==> config.mk <==
export PLATFORM = sky130hd
export DESIGN_NAME = bsng_fifo
export DESIGN_NICKNAME = d
export VERILOG_FILES = /design/src/bsng_pkg.sv /design/src/bsng_fifo.sv
export SDC_FILE = /design/constraint.sdc
export NUM_CORES = 1
export LEC_CHECK = 0
export ABC_AREA = 1
export BUFFER_PORTS_ARGS = -buffer_cell sky130_fd_sc_hd__buf_2
export CORE_ASPECT_RATIO = 1.4
export CORE_MARGIN = 5
export CORE_UTILIZATION = 45
export DETAILED_ROUTE_END_ITERATION = 8
export MAX_ROUTING_LAYER = met4
export SLEW_MARGIN = 5
export SYNTH_ARGS = -nofsm -noshare
export SYNTH_HDL_FRONTEND = slang
export SYNTH_SLANG_ARGS = --single-unit
==> constraint.sdc <==
create_clock -name clk_i -period 3.54 [get_ports clk_i]
set_input_delay 1.062 -clock clk_i [delete_from_list [all_inputs] [get_ports clk_i]]
set_output_delay 1.062 -clock clk_i [all_outputs]
set_load 0.1 [all_outputs]
==> src/bsng_pkg.sv <==
package bsng_pkg;

  // Window word carried to the back end: up to three history bytes plus the new byte.
  localparam int unsigned WIN_W      = 32;
  localparam int unsigned IDX_IN_W   = 16;
  localparam int unsigned FREQ_W     = 32;
  localparam int unsigned DISTINCT_W = 17;
  localparam int unsigned DIM_W      = 2;

  // Job queue between front and back end.
  localparam int unsigned FIFO_DEPTH = 4;
  localparam int unsigned FIFO_PTR_W = 2;

  // Operation codes on the input channel.
  typedef enum logic [1:0] {
    FN_DATA  = 2'd0,
    FN_READ  = 2'd1,
    FN_CLEAR = 2'd2
  } func_e;

  // Work handed to the back end.
  typedef enum logic [1:0] {
    JOB_TOKENS = 2'd0,
    JOB_READ   = 2'd1,
    JOB_CLEAR  = 2'd2
  } job_kind_e;

  typedef struct packed {
    job_kind_e             kind;
    logic [WIN_W-1:0]      win;
    logic [DIM_W-1:0]      dim;
    logic                  multi;
    logic [IDX_IN_W-1:0]   read_idx;
  } job_t;

  typedef struct packed {
    logic full;
    logic empty;
  } fifo_status_t;

  // Back end sequencer states.
  typedef enum logic [1:0] {
    BK_SWEEP = 2'd0,
    BK_RUN   = 2'd1,
    BK_DRAIN = 2'd2
  } back_state_e;

endpackage

==> src/bsng_fifo.sv <==
module bsng_fifo (
  input  logic                   clk_i,
  input  logic                   rst_ni,
  input  logic                   push_i,
  input  bsng_pkg::job_t         job_i,
  input  logic                   pop_i,
  output bsng_pkg::job_t         job_o,
  output bsng_pkg::fifo_status_t status_o
);
  import bsng_pkg::*;

  job_t                  slot_q [FIFO_DEPTH];
  logic [FIFO_PTR_W-1:0] wr_ptr_q, rd_ptr_q;
  logic [FIFO_PTR_W:0]   count_q, count_d;

  assign job_o           = slot_q[rd_ptr_q];
  assign status_o.full   = count_q == (FIFO_PTR_W + 1)'(FIFO_DEPTH);
  assign status_o.empty  = count_q == '0;

  // Occupancy follows the push and pop strobes.
  always_comb begin
    count_d = count_q;
    if (push_i && !pop_i) begin
      count_d = count_q + (FIFO_PTR_W + 1)'(1);
    end else if (pop_i && !push_i) begin
      count_d = count_q - (FIFO_PTR_W + 1)'(1);
    end
  end

  always_ff @(posedge clk_i or negedge rst_ni) begin
    if (!rst_ni) begin
      wr_ptr_q <= '0;
      rd_ptr_q <= '0;
      count_q  <= '0;
    end else begin
      if (push_i) begin
        wr_ptr_q <= wr_ptr_q + FIFO_PTR_W'(1);
      end
      if (pop_i) begin
        rd_ptr_q <= rd_ptr_q + FIFO_PTR_W'(1);
      end
      count_q <= count_d;
    end
  end

  // Job storage needs no reset.
  always_ff @(posedge clk_i) begin
    if (push_i) begin
      slot_q[wr_ptr_q] <= job_i;
    end
  end

endmodule

# [Word level (Yosys, flattened, before mapping)]
# Memories as Yosys holds them, arrays and structs flattened.
# Index checks and enable logic that the tools add are counted.
[word_totals] n_memories=1 regBits=7 ram_bits=212
[memory_table] name="slot_q" depth=4 width=53 rd=1 rd_ports_with_merged_regs=0 write_ports=1 line_no="bsng_fifo.sv:12" source="job_t slot_q [FIFO_DEPTH];"
[classes] eq_ne=1 n_mux=4 n_addsub=4 n_reduce_logical=6
[ops] op="$mux 3" n=2
[ops] op="$add 2x1->2 const B" n=2
[ops] op="$add 3x1->3 const B" n=1
[ops] op="$eq 3x3->1 const B" n=1
[ops] op="$logic_not 3->1" n=1
[ops] op="$sub 3x1->3 const B" n=1
[ops] op="$logic_and 1x1->1" n=2
[ops] op="$logic_not 1->1" n=2
[ops] op="$mux 1" n=2
[ops] op="$reduce_bool 2->1" n=1

# [Logic depth before layout (Yosys ltp)]
[logic_depth] word_depth=4 ltp_mapped=9 mapped_depth_nobuf=9

# [Worst setup path before layout]
# No wires, ideal clock.
[synth_timing] path_type="register -> output" from="reg count_q[0]" to="out status_o[0] (netlist name)" path_buffers=0 path_slack_ns=-0.026 stages_incl_launch_ff=2 t_arrival_ns=2.504 path_cell_list="dfrtp_1 > nor3_1"
[synth_rtl] item="from (decl)" line_no="bsng_fifo.sv:14" source="logic [FIFO_PTR_W:0] count_q, count_d;"
[synth_rtl] item="from (signal assigned)" line_no="bsng_fifo.sv:42" source="count_q <= count_d;"
[synth_rtl] item="to (decl)" line_no="bsng_fifo.sv:8" source="output bsng_pkg::fifo_status_t status_o"

==> flow_summary.yaml <==
global_routing:
  use_met2_pct: 28.94
  use_met1_pct: 18.65
  grt_pass1_vias: 5613
  grt_overflow: 0
  grt_pass1_wl_um: 28560
  grt_antenna_before_repair: 2
  grt.met3_usage_pct: 2.563
  grt_max_degree: 54
  grt_most_used_layer: "met2"
  grt_use_total_pct: 16.01
die:
  die_area_um2: 23380
  core_area_um2: 20000
  num_rows: 61
  initial_core_util_pct: 45.86
  die_h_um: 178.9
  top_level_ports: 112
  fp.dieW_um: 130.7
finish:
  register_area_um2: 6549
  syn2layout_area_growth_pct: 18.34
  num-fill-cells: 1686
  multi_input_area_um2: 1881
  fin_nets: 843
  drive_gt1_share_pct: 27.83
clock_network:
  cts_hold_buf: 0
  ctsRootBufferMaster: "clkbuf_16"
  clock_latency_ns: 0.48
  cts.htree.levels: 1
  numCtsBuffers: 21
  clk_pin_slew_ns: 0.06
  clockBufferDepth: 3
  cts.sinks: 219
  cts_tree: "built"
placement:
  gp_congestion: 0.7249
  port_buffers: 111
  hpwl_um: 10880
  pre_cts_slack_ns: 0.6430
timing:
  setup_viol: 0
  holdWs_ns: 0.4145
  tightest_slew_ns: 0.6179
  slew_viol_final: 0
  rsz0062_at_grt: "false"
  period_needed_ns: 3.255
  skew_ns: 0.005895
  max_freq_mhz: 307.2
  fin_crit_sh_pct: 91.96
  slew_headroom_pct: 58.75
  setup_ws_ns: 0.2847
  hold_viol: 0
synth:
  synth_xor_area_share_pct: 0.3820
  synth_top_family_by_area: "compound AO/OA/AOI/OAI gates"
  synth-simple-area-share_pct: 7.271
  synth-adder-area-share_pct: 0.9004
  syn-instance-count: 666
  yosysWarnings: 0
  synth.avg_cell_area_um2: 13.77
  syn_nets: 729
  seq_area_frac_synth_pct: 71.32
  netlist_area_um2: 9171
  synth_top_area_share_pct: 69.41
  synthTopCellsByArea: "edfxtp_1 (69%), o211ai_2 (8.0%), nand2_1 (7.0%)"
  synth_top_cell_by_area: "edfxtp_1"
  synth_compound_area_share_pct: 11.95
  synthMuxAreaShare_pct: 0
  ys_ff_latch: 219
  yosys.cell_types.count: 20
worst_setup_path:
  startpoint_type: "flop"
  crit_path_max_incr_delay_ns: 0.50
  path_buf_inv: 2
  path_cells: "inv_4 > o211ai_2 > nand2_1 > buf_2"
  end_kind: "output pin"
  cp_max_fo: 43
  crit_type: "reg -> out"
  slowest_stage: "dfrtp_4"
  crit_arrival_ns: 2.19
  cp_data_required_time_ns: 2.48
  crit_family: "buffers and inverters"
status:
  run_status: "finished clean"
routing:
  vias: 5263
  wire_per_inst_um: 17.32
  first_iter_violations: 301
  route.detailed.drc: 0
  ant_nets: 0
  dr.pass1.iters: 4
  via_per_inst: 5.017
  routed_wl_um: 18170
run:
  cap_violations: 0
hold_path:
  hold_path_class: "in -> async"
==> cell usage after synthesis, drive strengths merged <==
cell type    n
edfxtp     212
nand2      172
inv        118
o211ai     106
buf         35
dfrtp        7
ha           5
xor2         3
nor3         2
clkbuf       1
fa           1
nand3        1
nand4        1
o21ai        1
xnor2        1
==> per-layer routing <==
metal / routed length (um) / up-vias / share of wire [%]
met4: 255 / 0 / 1.4
met2: 9665 / 98 / 53
met3: 802 / 20 / 4.4
met5: 0 / - / 0
met1: 7442 / 2602 / 41
li1: - / 2543 / -
==> repair_timing <==
action                     4_1_cts  5_1_grt
resized for setup                0        0
buffers inserted                 0        1
setup endpoints to repair        0        6
==> final timing paths <==
| kind | from | to | slack, ns | cells after the start |
|---|---|---|---|---|
| min | rst_ni | count_q[1] | 0.41 | 1 |
| min in group clk_i | count_q[2] | count_q[2] | 0.51 | 2 |
| max reg2reg | wr_ptr_q[0] | slot_q[2][15] | 1.70 | 5 |
| max | rd_ptr_q[1] | job_o[37] | 0.28 | 4 |
| max in group asynchronous | rst_ni | rd_ptr_q[0] | 2.94 | 1 |
| min reg2reg | count_q[2] | count_q[2] | 0.51 | 2 |
==> sequential cells by signal, summed over array words and instances (netlist names) <==
signal	cells
count_q	3
slot_q	212
wr_ptr_q	2
rd_ptr_q	2
==> kinds of logic (layout without fill, tap and decap cells) <==
kind of cell	count (synthesis)	in the layout
AOI/OAI and AO/OA	107	107
other	0	3
adders and majority gates	6	6
DFF	219	219
and+or+nand+nor	176	176
xor gates and xnor gates	4	4
buffers and inverters	154	282
==> stage by stage <==
stage	area (um^2)	TNS, ns	instances	util [%]
6_report	10850	0	1049	54.27
5_1_grt	10850	0	1048	54.26
4_1_cts	10820	0	1045	54.10
3_5_place_dp	10170	0	1008	50.84
3_3_place_gp	10170	0	1008	50.84
2_1_floorplan	9171	-0.05122	666	-
==> worst register-to-register path, stage by stage, from the launching register on <==
cell and delay [ns]:
dfrtp_1 0.43, inv_1 0.10, ha_1 0.14, nand2_1 0.05, inv_2 0.46, buf_4 0.34
==> layout by cell type, fill, tap and decap left out, types with 2 or more instances in the layout <==
master and count:
nand2_1 172, edfxtp_1 212, dfrtp_4 2, o211ai_2 59, o211ai_1 47, diode_2 3, ha_1 5, xor2_1 3
buf_12 22, clkinv_2 3, bufinv_16 2, nor3_1 2, buf_4 6, dfrtp_1 5, clkbuf_16 21, inv_2 4
buf_2 98, clkinv_1 3, clkbuf_1 6, inv_1 113
==> area by class of cell <==
| cell class | count | area share [%] |
|---|---|---|
| repair buffers | 127 | 9.246 |
| clock inverters | 10 | 0.9569 |
| flip-flops and latches | 219 | 60.34 |
| inverters | 118 | 4.104 |
| diodes | 3 | 0.06917 |
| multi-input cells | 293 | 17.33 |
| clock buffers | 27 | 5.050 |
| well taps | 252 | 2.905 |
Power is left out: the tool's default activity adds up to more than one toggle a clock period on the data nets, which glitch-free logic cannot reach.
