## src/bsng_pkg.sv

```systemverilog
package bsng_pkg;

  // Window word carried to the back end: up to three history bytes plus the new byte.
  localparam int unsigned WIN_W      = 32;
  localparam int unsigned IDX_IN_W   = 16;
  localparam int unsigned FREQ_W     = 32;
  localparam int unsigned DISTINCT_W = 17;
  localparam int unsigned DIM_W      = 2;

  // Job queue between front and back end.
  localparam int unsigned FIFO_DEPTH = 4;
  localparam int unsigned FIFO_PTR_W = 2;

  // Operation codes on the input channel.
  typedef enum logic [1:0] {
    FN_DATA  = 2'd0,
    FN_READ  = 2'd1,
    FN_CLEAR = 2'd2
  } func_e;

  // Work handed to the back end.
  typedef enum logic [1:0] {
    JOB_TOKENS = 2'd0,
    JOB_READ   = 2'd1,
    JOB_CLEAR  = 2'd2
  } job_kind_e;

  typedef struct packed {
    job_kind_e             kind;
    logic [WIN_W-1:0]      win;
    logic [DIM_W-1:0]      dim;
    logic                  multi;
    logic [IDX_IN_W-1:0]   read_idx;
  } job_t;

  typedef struct packed {
    logic full;
    logic empty;
  } fifo_status_t;

  // Back end sequencer states.
  typedef enum logic [1:0] {
    BK_SWEEP = 2'd0,
    BK_RUN   = 2'd1,
    BK_DRAIN = 2'd2
  } back_state_e;

endpackage

```

## src/bsng_front.sv

```systemverilog
module bsng_front #(
  parameter int unsigned MAX_DIM = 2
) (
  input  logic                                clk_i,
  input  logic                                rst_ni,
  input  logic                                cfg_we_i,
  input  logic [bsng_pkg::DIM_W-1:0]          cfg_wdata_i,
  input  logic                                accept_i,
  input  logic [1:0]                          func_i,
  input  logic [7:0]                          data_byte_i,
  input  logic                                region_start_i,
  input  logic [bsng_pkg::IDX_IN_W-1:0]       read_index_i,
  output logic                                push_o,
  output bsng_pkg::job_t                      job_o
);
  import bsng_pkg::*;

  localparam int unsigned HIST_W = 8 * MAX_DIM;

  logic [DIM_W-1:0]  dim_q;
  logic [DIM_W-1:0]  dim_eff;
  logic [HIST_W-1:0] hist_q, hist_d, hist_base;
  logic [DIM_W-1:0]  bir_q, bir_d, prev;
  logic [DIM_W:0]    bir_inc;
  logic [DIM_W-1:0]  bir_new;
  logic [HIST_W+7:0] wide;
  logic              has_token;

  // Window bookkeeping for the incoming byte.
  always_comb begin
    dim_eff   = (dim_q > DIM_W'(MAX_DIM)) ? DIM_W'(MAX_DIM) : dim_q;
    prev      = region_start_i ? '0 : bir_q;
    hist_base = region_start_i ? '0 : hist_q;
    wide      = {hist_base, data_byte_i};
    bir_inc   = {1'b0, prev} + (DIM_W + 1)'(1);
    bir_new   = (bir_inc > {1'b0, dim_eff}) ? dim_eff : bir_inc[DIM_W-1:0];
    has_token = (dim_eff != '0) && ((prev >= dim_eff) || (bir_new == dim_eff));
  end

  // The window state advances on every accepted data byte.
  always_comb begin
    hist_d = hist_q;
    bir_d  = bir_q;
    if (accept_i && (func_i == FN_DATA)) begin
      hist_d = wide[HIST_W-1:0];
      bir_d  = bir_new;
    end
  end

  // Classify the transaction into a back end job.
  always_comb begin
    job_o.kind     = JOB_TOKENS;
    job_o.win      = WIN_W'(wide);
    job_o.dim      = dim_eff;
    job_o.multi    = prev >= dim_eff;
    job_o.read_idx = read_index_i;
    push_o         = 1'b0;
    case (func_i)
      FN_DATA: begin
        push_o = accept_i && has_token;
      end
      FN_READ: begin
        job_o.kind = JOB_READ;
        push_o     = accept_i;
      end
      FN_CLEAR: begin
        job_o.kind = JOB_CLEAR;
        push_o     = accept_i;
      end
      default: begin
        push_o = 1'b0;
      end
    endcase
  end

  always_ff @(posedge clk_i or negedge rst_ni) begin
    if (!rst_ni) begin
      dim_q  <= DIM_W'(1);
      hist_q <= '0;
      bir_q  <= '0;
    end else begin
      if (cfg_we_i) begin
        dim_q <= cfg_wdata_i;
      end
      hist_q <= hist_d;
      bir_q  <= bir_d;
    end
  end

endmodule

```

## config.mk

```make
export PLATFORM = sky130hd
export DESIGN_NAME = bsng_front
export DESIGN_NICKNAME = d
export VERILOG_FILES = /design/src/bsng_pkg.sv /design/src/bsng_front.sv
export SDC_FILE = /design/constraint.sdc
export NUM_CORES = 1
export LEC_CHECK = 0
export ABC_AREA = 1
export BUFFER_PORTS_ARGS = -buffer_cell sky130_fd_sc_hd__buf_2
export CORE_ASPECT_RATIO = 0.5
export CORE_MARGIN = 2
export CORE_UTILIZATION = 40
export DETAILED_ROUTE_END_ITERATION = 10
export GPL_ROUTABILITY_DRIVEN = 0
export PLACE_DENSITY = 0.75
export SETUP_SLACK_MARGIN = 0.1
export SLEW_MARGIN = 20
export SYNTH_ARGS = -nofsm -noshare
export SYNTH_HDL_FRONTEND = slang
export SYNTH_SLANG_ARGS = --single-unit
```

## constraint.sdc

```tcl
create_clock -name clk_i -period 3.9 [get_ports clk_i]
set_clock_uncertainty 0.15 [all_clocks]
set_input_delay 0.78 -clock clk_i [delete_from_list [all_inputs] [get_ports clk_i]]
set_output_delay 0.78 -clock clk_i [all_outputs]
set_load 0.02 [all_outputs]
```

== Word-level counts from Yosys, hierarchy flattened ==
Index checks and enable logic that the tools add are counted.
Word-level totals
  output and inout port bits: 54
  register bits: 20
  logic and storage cells: 23
  memories: 0
  memory bits (writable): 0
  ROM bits: 0
  bits in latches: 0
Cells by class
  magnitude comparators: 3
  equal/unequal tests: 3
  bitwise operators: 0
  reduce and logical (&&, ||, !) cells: 7
  shifts and indexed selects: 0
  multiplexer cells: 6
  $add $sub $neg: 1
  divide/modulo/power cells: 0
  multiply operators: 0
Operator list (count)
  $mux W16: 1
  $mux W2: 3
  $pmux W2 S2: 1
  $add A2 B1 Y3 const B: 1
  $gt A3 B2 Y1: 1
  $logic_and A1 B1 Y1: 3
  $eq A2 B1 Y1 const B: 1
  $eq A2 B2 Y1: 1
  $eq A2 B2 Y1 const B: 1
  $ge A2 B2 Y1: 1
  $gt A2 B2 Y1 const B: 1
  $logic_not A2 Y1: 1
  $pmux W1 S2: 1
  $reduce_bool A2 Y1: 1
  $reduce_or A2 Y1: 1
  $logic_or A1 B1 Y1: 1

== Longest topological paths before layout ==
Gate-level depths: netlist of run 1.
  depth in word-level cells: 9
  mapped depth: 16
  mapped depth without buffers: 15

== Least setup slack after synthesis of run 1 ==
No wires, ideal clock.
  path type: input to output
  start point: input port region_start_i
  end point: output port push_o
  cell stages on the path: 16
  required time: 2.970 ns
  path buffers: 1
  setup slack: 0.815 ns
  data arrival time: 2.155 ns
  cell sequence: buf_6 inv_6 nand3_4 inv_2 nor2_4 ha_1 nand2_1 nand2_1 nand2_2 nand2_1 nand2_1 nand2_1 nand2_1 nand2_1 nand2_1 a21oi_2
Between the ends
  cells in the longest elaborated chain, start to end: 9
  elaborated cells on any way between the ends: 10
RTL lines
  start: declaration: RTL line bsng_front.sv:11  | input logic region_start_i,
  $mux W2 *: RTL line bsng_front.sv:32  | prev = region_start_i ? '0 : bir_q;
  $add A2 B1 Y3: RTL line bsng_front.sv:35  | bir_inc = {1'b0, prev} + (DIM_W + 1)'(1);
  $gt A3 B2 Y1: RTL line bsng_front.sv:36  | bir_new = (bir_inc > {1'b0, dim_eff}) ? dim_eff : bir_inc[DIM_W-1:0];
  $mux W2: RTL line bsng_front.sv:36
  $eq A2 B2 Y1: RTL line bsng_front.sv:37  | has_token = (dim_eff != '0) && ((prev >= dim_eff) || (bir_new == dim_eff));
  $logic_or A1 B1 Y1 *: RTL line bsng_front.sv:37
  $logic_and A1 B1 Y1 *: RTL line bsng_front.sv:37
  $logic_and A1 B1 Y1 *: RTL line bsng_front.sv:60  | push_o = accept_i && has_token;
  $pmux W1 S2 *: RTL line bsng_front.sv:58  | case (func_i)
  end: declaration: RTL line bsng_front.sv:13  | output logic push_o,
Mark *: on every way between the ends. The rest lies on a longest branch, timed or not.

== Worst setup path in the final report of run 1 ==
Same ends and word-level chain as after synthesis.

==> results.md, run 1 <==
- The part of the Yosys area used for sequential elements is 35.5%.
- The floorplan step defined a die boundary enclosing 4050 um^2.
- In the synthesized netlist, the cells that appear most often are 32 x buf_4, 32 x nand2_1, 26 x inv_1, 19 x dfrtp_1, 18 x nor2_1.
- The yosys synthesis warning count is 0.
- The cell area after synthesis is 1410 um^2.
- The post-DP HPWL is 1980 um.
- The number of H-tree branching levels is 1.
- Port buffering added 46 buffers.
- Yosys mapped a number of flops with a built-in enable equal to 0.
- The smallest clock period supported by the final layout is computed as 3.42 ns.
- STA classifies the critical path startpoint as an input port.
- After clock tree synthesis, the clock-pin slew on the worst setup and hold paths is 0.08 ns.
- The via count of the first global-routing pass is a little under 1k.
- The library cell used as clock root buffer is clkbuf_8.
- Entering global routing, the biggest net connects 35 pins.
- At the later pin of the worst-skew pair, clock insertion delay measures about 0.26 ns.
- The post-cts hold buffer count is 0.
- The detailed-routing wirelength on met1 is between 1000 and 1500 um.
- TritonCTS built the clock tree.
- The max-slew violation total from the final report was 0.
- The reg-to-reg endpoint is bir_q[0].
- By area the synthesized netlist is led by dfrtp_1 34%, buf_4 17%, nand2_1 8.5%.
- The clock buffer count from CTS is 3.
- The required time of the critical path is 2.97 ns.
- The cell with the largest stage delay on the worst path is buf_2.
- The residual antenna-violating net count after detailed routing is 0.
- Including well taps, the total number of placed cells is 250.
- In the final layout, the share of cells above drive strength 1 is 32.5%.
- The setup path with the least slack is of type input port to output pin.
- The run finished with clean final reports.
- Setup repair after global routing left no endpoint under its margin.
- The final core area utilization is 44.8%.
- The final worst-path setup slack is 0.484 ns.
- The final critical path takes up 87.6% of the cycle.
- STA classifies the critical path endpoint as an output pin.
- The async set or reset register ratio after synthesis is 100%.
- The synthesized design contains 20 register bits.
- Walking the worst path, the cells encountered are buf_2 > inv_6 > o21ai_2 > nor2_4 > ha_1 > nand2_1 > nand2_1 > nand2_2 > nand2_1 > nand2_1 > nand2_1 > nand2_1 > nand2_1 > nand2_1 > a21oi_2 > buf_2.
- The maximum buffer depth of the clock tree is 2.
- The net count of the finished layout is 245.
- The pre-CTS setup slack is a little under 0.5 ns.
- Of all nets on the critical path, the largest fanout is 18.
- Summed over all layers, the routed wires come to 2520 um.
- The maximum clock rate is between 200 and 300 MHz.
- The top cell type by area accounts for 33.7% of the synthesized area.
- The total routing resource utilization after global routing is 13.2%.
- The floorplan die width is 88.0 um.
- The final hold violation count is 0.
- Once layout is complete, the cells apart from fillers number roughly 250.
- The top layer used by detailed routing is met4.
- In this design, the stage delay of the slowest critical-path cell is 0.33 ns.
- In the routed design, unresolved DRC markers number 0.
- The final-layout fill cell count is 365.
- The number of cells on the worst reg-to-reg path is 9.
- After floorplanning, the core was sized to cover 3420 um^2.
- The number of primary I/O pins is 87.
- The post-synthesis to final-layout area growth is 8.33%.
- By instance count, the cell type seen most on the critical path is nand2_1.
- The biggest area contributor in the post-synthesis netlist is dfrtp_1.
- The total number of placement rows is 15.
- The max-capacitance violation count is 0.
- The average via count per standard cell is 4.30.
- The count of routing violations after the opening detailed-route iteration is 53.
- The power density of the placed cells is 456 nW/um^2.
- After synthesis, the netlist uses 27 different library cells.
- For this run the aggregate overflow at the end of global routing stands at 0.
- The number of cells upsized or downsized after cts is 0.
- For this design the static power due to leakage is 0.852 nW.
- The number of setup buffers added after CTS is 0.
- The number of antenna violations at the first check in global routing was 0.
- The wire length of the first global-routing pass is slightly above 4000 um.
- The diode insertion count for antenna repair is 0.
- The clock net in this run drives a total of 20 sinks.
- The peak ir drop on the vdd network is approximately 0.13 mV.
- For the final routed database, the setup TNS stands at 0 ns.
- The kind of path behind the tightest hold check is input port to async pin.
- In this run the vertical extent of the chip is between 40 and 50 um.
- Each instance of the synthesized netlist takes up on average 7.68 um^2.
- For flop-to-flop paths, the worst setup slack is 1.98 ns.
- The worst register-to-register path begins at bir_q[1].
- For this block, the via count after detailed routing is around 1.1k.
- Before antenna repair, the detailed router went through 4 iterations.
- The routed length per placed instance is 9.93 um.
- The prevailing post-synth register cell is dfrtp_1.
- The number of failing setup endpoints in the final timing report is 0.
- Data arrives at the worst endpoint at 2.49 ns.
- For this configuration, the core starts out at a cell density of 41.4%.
- The routed length on met3 is 178 um.
- After detailed routing, the met2 layer carries 1220 um of wire.
- The cell count after synthesis is roughly 180.
==> critical path, delay by kind of cell <==
family | cells | cell delay (ns)
adders and majority gates | 1 | 0.29
buffers and inverters | 3 | 0.55
and+or+nand+nor | 10 | 0.65
AOI/OAI and AO/OA | 2 | 0.20
==> power breakdown <==
group          switching (mW)  total (mW)  internal (mW)
clock network          0.0673       0.204          0.137
logic                   0.153       0.230         0.0766
registers              0.0195       0.263          0.244
total                   0.240       0.697          0.458
==> per-stage QoR <==
step | hold slack, ns | power (mW) | area, um^2
detailed placement | 0.354 | 0.498 | 1460
CTS | 0.319 | 0.708 | 1530
global placement | 0.347 | 0.489 | 1460
global route | 0.340 | 0.745 | 1530
floorplan | 0.334 | 0.471 | 1440
finish | 0.303 | 0.697 | 1530
==> logic make-up after synthesis <==
logic type,synth area share [%]
AOI/OAI and AO/OA,10.0
adders and majority gates,7.09
buffers and inverters,28.5
DFF,35.5
other,0.265
and+or+nand+nor,18.6
==> layer usage <==
| layer | up-vias | GRT usage, % |
|---|---|---|
| met2 | 28 | 23.6 |
| met4 | 0 | 6.67 |
| li1 | 557 | - |
| met3 | 15 | 3.80 |
| met1 | 493 | 14.7 |
| met5 | - | 0 |
==> placed cells by master (no fill, tap or decap) <==
cell type  Yosys  layout
o21ai_2        1       1
clkinv_1       1       1
inv_6          1       1
nand3_4        1       1
conb_1         1       8
buf_2          3      46
dfrtp_1       19      19
dfstp_2        1       1
o21ai_1       13      13
inv_1         26      26
a21oi_1        4       4
inv_2          5       5
a21oi_2        1       1
nor2_1        18      18
nand2_1       32      32
clkbuf_8       0       3
nand4_1        1       1
nor2_2         1       1
o21ai_0        5       5
nand2_2        2       2
nand3_2        1       1
a211oi_1       1       1
bufinv_16      0       1
ha_1           8       8
nor2_4         2       2
a31oi_1        1       1
==> state kept, by name (all words and copies together) (netlist names) <==
| signal | flops |
|---|---|
| hist_q | 16 |
| bir_q | 2 |
| dim_q | 2 |
==> worst max-delay path by stage <==
stage / cells past startpoint / to / startpoint / slack (ns)
6_report: 16 / push_o / region_start_i / 0.48
5_1_grt: 17 / push_o / region_start_i / 0.30
4_1_cts: 16 / push_o / region_start_i / 0.48
3_5_place_dp: 16 / push_o / region_start_i / 0.48
3_3_place_gp: 16 / push_o / region_start_i / 0.54
2_1_floorplan: 16 / push_o / region_start_i / 0.82
==> cell type report <==
class                   count  area [um^2]  area share [%]
multi-input cells         100          534            34.9
flip-flops and latches     20          502            32.8
repair buffers             46          230            15.0
inverters                  33          129            8.42
well taps                  51         63.8            4.17
clock buffers               3         41.3            2.70
clock inverters             1         30.0            1.96
Note: power is estimated with default switching activity, not from simulation.
==> inputs of run 2 (changes only) <==
--- a/config.mk
+++ b/config.mk
@@ -9,10 +9,10 @@
 export BUFFER_PORTS_ARGS = -buffer_cell sky130_fd_sc_hd__buf_2
 export CORE_ASPECT_RATIO = 0.5
 export CORE_MARGIN = 2
-export CORE_UTILIZATION = 40
+export CORE_UTILIZATION = 46
 export DETAILED_ROUTE_END_ITERATION = 10
 export GPL_ROUTABILITY_DRIVEN = 0
-export PLACE_DENSITY = 0.75
+export PLACE_DENSITY = 0.85
 export SETUP_SLACK_MARGIN = 0.1
 export SLEW_MARGIN = 20
 export SYNTH_ARGS = -nofsm -noshare
==> results.md, run 2 (same netlist as run 1, synthesis figures left out) <==
- The flow ran to the end, and the final reports show no timing, DRC or antenna violations.
- Entering global routing, the biggest net connects 35 pins.
- The largest register by flop count is hist_q.
- Counting cells, the worst reg-to-reg path comes to 9.
- 87 I/O pins were placed.
- Of all nets on the critical path, the largest fanout is 18.
- The routed design has 2730 um of wire.
- The critical path is of the input port to output pin type.
- Counting both buffers and inverters, the worst setup path holds a total of 3.
- The most common library cell in the layout ignoring fill and taps is buf_2.
- The maximum buffer depth of the clock tree is 2.
- In this run the number of H-tree levels came out at 1.
- The post-cts hold buffer count is 0.
- The post-DP HPWL is 2090 um.
- The power density of the placed cells is 462 nW/um^2.
- Setup repair after global routing left no endpoint under its margin.
- The library cell used as clock root buffer is clkbuf_8.
- The floorplan step defined a die boundary enclosing between 3000 and 4000 um^2.
- The diode insertion count for antenna repair is 0.
- The first global-routing pass estimated approximately 4300 um of wire.
- The overall die height is 43.2 um.
- The final-layout worst hold slack is 0.313 ns.
- The clock transition at the registers of the reported paths is 0.07 ns.
- For this run, the post-layout net count is 245.
- The placed instances occupy a cell area of 1450 um^2.
- For this configuration, the core starts out at a cell density of between 40 and 50%.
- The post-route netlist has between 30% and 40% of its cells at a drive strength greater than 1.
- The via count of the first global-routing pass is 1018.
- The register with the most flip-flops in the layout has 16 of them.
- The area inside the core boundary is 2960 um^2.
- The aggregate negative setup slack is 0 ns.
- The worst path in the final design needs a cycle of 3.48 ns, including I/O delays and setup.
- The clock net in this run drives a total of 20 sinks.
- The residual antenna-violating net count after detailed routing is 0.
- The clock buffer count from CTS is 3.
- For this run, the slowest stage of the critical path takes 0.34 ns.
- In the layout the commonest cells are 46 x buf_2, 32 x nand2_1, 26 x inv_1.
- The TritonCTS clock tree is yes.
- The post-detailed-route DRC marker count is 0.
- The largest registers in the layout are hist_q: 16 flops, bir_q: 2 flops, dim_q: 2 flops.
- STA classifies the critical path endpoint as an output pin.
- The reg-to-reg endpoint is bir_q[0].
- The number of cells upsized or downsized after cts is 0.
- The launching point of the worst reg2reg path is bir_q[1].
- Data arrives at the worst endpoint at 2.55 ns.
- Post-CTS timing repair inserted 0 buffers for setup.
- The peak ir drop on the vdd network is about 0.21 mV.
- Walking the worst path, the cells encountered are buf_2 > inv_6 > o21ai_2 > nor2_4 > ha_1 > nand2_1 > nand2_1 > nand2_2 > nand2_2 > nand2_1 > nand2_1 > nand2_1 > nand2_1 > nand2_1 > a21oi_2 > buf_2.
- For this block, the initial DRC count from the detailed router was 17.
- The number of antenna violations at the first check in global routing is 0.
- The final-layout fill cell count is 275.
- The family of cells with the greatest summed delay on the critical path is simple AND/OR/NAND/NOR gates.
- The maximum clock rate is 288 MHz.
- The max-slew violation total from the final report came to 0.
- The total routing resource utilization after global routing is 15.9%.
- The final hold violation count came to 0.
- Setup slack on the worst reg-to-reg path comes out at approximately 2 ns.
- After detailed routing, the number of vias per cell comes to 4.53.
- The number of failing setup endpoints in the final timing report is 0.
- The number of search-and-repair iterations in the first detailed-routing pass is 4.
- The total congestion overflow is 0.
- From synthesis to final layout, the design area changed by 7.35%.
- The cell with the largest stage delay on the worst path is buf_2.
- The final design area excluding fillers is 1520 um^2.
- Port buffering added 46 buffers.
- Detailed routing inserted a total of 1102 vias.
- The die is 82.4 um wide.
- The most numerous cell type found on the critical path is nand2_1.
- The leakage dissipation is 0.852 nW.
- The share of the clock period used by the worst path after layout is around nine tenths.
- The max-capacitance violation count is 0.
- Dividing the detail-routed wire length by the instance count gives 11.2 um.
- Row generation in the floorplan step produced 14 rows.
- In this run the worst hold path is classified as input port to async pin.
- At the worst endpoint, the required time is 2.97 ns.
- The startpoint type of the worst setup path is an input port.
- The worst-skew pair later-pin latency is 0.25 ns.
run 2: through the flow:
step                cells  util, %  setup WS, ns  power [mW]
floorplan             191        -         0.815       0.471
global placement      239     48.8         0.548       0.488
detailed placement    239     48.8         0.426       0.501
CTS                   243     51.2         0.421       0.708
global route          243     51.2         0.282       0.742
finish                243     51.2         0.424       0.701
run 2: worst register-to-register path, cell delays in order, from the launching register on:
cell and delay (ns):
dfrtp_1 0.45, o21ai_2 0.24, nor2_4 0.07, ha_1 0.29, nand2_1 0.08, nand2_1 0.06, nand2_2 0.12, a21oi_1 0.08
a211oi_1 0.20, a21oi_1 0.06
run 2: cell type report:
class                   instances  area [um^2]  area share, %
clock buffers                   3         41.3           2.72
inverters                      33          129           8.50
repair buffers                 46          230           15.2
clock inverters                 1         30.0           1.98
well taps                      40         50.0           3.30
flip-flops and latches         20          502           33.1
multi-input cells             100          534           35.2
run 2: worst max path at each step:
stage,startpoint,to,slack (ns),depth (start not counted)
after floorplan,region_start_i,push_o,0.82,16
after global placement,region_start_i,push_o,0.55,16
after detailed placement,region_start_i,push_o,0.43,16
after CTS,region_start_i,push_o,0.42,16
after global routing,region_start_i,push_o,0.28,16
final,region_start_i,push_o,0.42,16
run 2: where the power goes:
| part | switching [mW] | internal [mW] | leakage [nW] |
|---|---|---|---|
| clock | 0.0663 | 0.137 | 0.0357 |
| combinational | 0.156 | 0.0764 | 0.569 |
| sequential | 0.0213 | 0.244 | 0.247 |
run 2: per-layer routing:
layer / vias to the layer above / track usage (%) / wire length [um]
met1: 498 / 16.8 / 1080
met5: - / 0 / 0
li1: 554 / - / -
met3: 14 / 1.70 / 124
met4: 0 / 8.67 / 62
met2: 36 / 30.5 / 1460
==> inputs of run 3 (changes only) <==
--- a/config.mk
+++ b/config.mk
@@ -13,6 +13,7 @@
 export DETAILED_ROUTE_END_ITERATION = 10
 export GPL_ROUTABILITY_DRIVEN = 0
 export PLACE_DENSITY = 0.85
+export RECOVER_POWER = 50
 export SETUP_SLACK_MARGIN = 0.1
 export SLEW_MARGIN = 20
 export SYNTH_ARGS = -nofsm -noshare
==> results.md, run 3 (same netlist as run 1, synthesis figures left out) <==
- The power density of the placed cells is around 460 nW/um^2.
- The library cell used most frequently in the layout, excluding fill and tap cells, is buf_2.
- Once the clock tree was built, the resizer swapped 0 gates to a different size.
- The largest fanout on the critical path is 18.
- The final hold violation count is 0.
- The post-detailed-route DRC marker count is 0.
- The shortest period the worst path allows is 3.47 ns.
- The number of search-and-repair iterations in the first detailed-routing pass is 4.
- The path class of the tightest hold or removal check is flip-flop to flip-flop.
- The worst hold path passes through 2 cells.
- The number of antenna violations at the first check in global routing is 0.
- The fraction of final layout cells sized beyond drive strength 1 is a little under a third.
- The first global-routing pass estimated 4290 um of wire.
- The overall die area is 3560 um^2.
- The total routing resource utilization after global routing is 15.9%.
- In this run the most critical hold path is launched from hist_q[3].
- The startpoint type of the worst setup path is an input port.
- During placement, the flow inserted port buffers numbering 46.
- The average via count per standard cell is approximately 4.5.
- The residual antenna-violating net count after detailed routing is 0.
- 87 I/O pins were placed.
- The register with the most flip-flops in the layout has 16 of them.
- The overall die height is 43.2 um.
- The die is 82.4 um wide.
- The endpoint identified for the worst register-to-register timing path is bir_q[0].
- After floorplanning, the core was divided into 14 placement rows.
- The post-CTS repair timing setup buffer count is 0.
- On the final layout, the worst hold slack is 0.376 ns.
- The depth of the most critical reg-to-reg path is 9.
- The vias after detailed routing is roughly 1.1k.
- The region available for standard cell placement spans 2960 um^2.
- The critical path capture point type is an output pin.
- The total congestion overflow is 0.
- For this design, the CTS-stage hold fixing added 0 buffers.
- The required time of the critical path is 2.97 ns.
- The worst path arrival time is roughly 2.5 ns.
- The diode insertion count for antenna repair is 0.
- IR analysis of the VDD net gives a maximum drop of 0.214 mV.
- Entering global routing, the biggest net connects 35 pins.
- The post-DP HPWL is 2090 um.
- The count of routing violations after the opening detailed-route iteration is 18.
- The library cell used as clock root buffer is clkbuf_8.
- Across the run, the number of max-cap violations was 0.
- TritonCTS created 3 clock buffers.
- Setup violations remaining at the end of the flow were counted as 0.
- Compared with the post-synthesis result, the final layout area differs by 7.09%.
- The worst-case headroom to the max-slew limit is ~29%.
- Setup repair after global routing left no endpoint under its margin.
- The startpoint identified for the worst register-to-register timing path is bir_q[1].
- The total routed wirelength is 2730 um.
- The routed length per placed instance is 11.2 um.
- The aggregate negative setup slack is 0 ns.
- Summed over all cells, the static leakage comes to ~0.85 nW.
- The max-slew violation total from the final report is 0.
- The share of the clock period used by the worst path after layout is 89.0%.
- The top cell types in the final layout, fill and taps aside, are 43 x buf_2, 32 x nand2_1, 27 x inv_1.
- The critical path class is input port to output pin.
- The number of H-tree branching levels is 1.
- For this design, the sink count on the clock tree is 20.
- The run finished with clean final reports.
- The longest clock path from root to sink contains 2 buffers.
- At the end of the flow, the number of nets in the layout was roughly 250.
- The effective utilization at floorplan is 47.7%.
- TritonCTS built the clock tree.
- For flop-to-flop paths, the worst setup slack is 1.99 ns.
- For hold timing, the worst endpoint is hist_q[3].
- At the pin with the least slew margin, the transition time is 1.07 ns.
- After clock tree synthesis, the clock-pin slew on the worst setup and hold paths is approximately 0.070 ns.
- The largest registers in the layout are hist_q: 16 flops, bir_q: 2 flops, dim_q: 2 flops.
- Based on the critical path, the design can be clocked at up to 288 MHz.
- hist_q holds more flip-flops than any other register.
- For the worst-skew pair, the clock arrives at the later sink with an insertion delay of 0.25 ns.
- The via count of the first global-routing pass was 1018.
run 3: where the power goes:
part | switching [mW] | total [mW] | internal [mW]
registers | 0.0211 | 0.265 | 0.244
clock network | 0.0669 | 0.204 | 0.137
logic | 0.156 | 0.231 | 0.0754
run 3: cell type report:
class                      count  area, um^2
sequential                    20         502
clock buffer                   3        41.3
clock inverter                 1        30.0
multi-input combinational    100         534
fill                         278        1450
timing repair buffer          46         226
tap                           40        50.0
inverter                      33         129
run 3: through the flow:
step	total power, mW	worst slack (ns)	cells	instance area [um^2]	util, %
floorplan	0.471	0.815	191	1440	-
global placement	0.488	0.548	239	1450	48.8
detailed placement	0.501	0.426	239	1450	48.8
CTS	0.708	0.421	243	1520	51.2
global route	0.741	0.282	243	1510	51.1
finish	0.700	0.428	243	1510	51.1
run 3: per-layer routing:
layer / share of wire, % / routed length (um) / vias to the layer above / GRT usage (%)
li1: - / - / 552 / -
met1: 39 / 1070 / 494 / 16.8
met2: 53 / 1460 / 40 / 30.5
met3: 4.9 / 133 / 14 / 1.70
met4: 2.3 / 62 / 0 / 8.67
met5: 0 / 0 / - / 0
run 3: how the worst max path moves through the flow:
| stage | start | endpoint | slack (ns) | depth (start not counted) |
|---|---|---|---|---|
| CTS | region_start_i | push_o | 0.42 | 16 |
| global route | region_start_i | push_o | 0.28 | 16 |
| global placement | region_start_i | push_o | 0.55 | 16 |
| floorplan | region_start_i | push_o | 0.82 | 16 |
| detailed placement | region_start_i | push_o | 0.43 | 16 |
| finish | region_start_i | push_o | 0.43 | 16 |
run 3: worst max-delay path, stage by stage:
cell	delay, ns
buf_2	0.33
inv_6	0.07
o21ai_2	0.10
nor2_4	0.07
ha_1	0.29
nand2_1	0.06
nand2_1	0.07
nand2_2	0.10
nand2_2	0.10
nand2_1	0.05
nand2_1	0.06
nand2_1	0.05
nand2_1	0.05
nand2_1	0.06
a21oi_2	0.12
buf_2	0.17
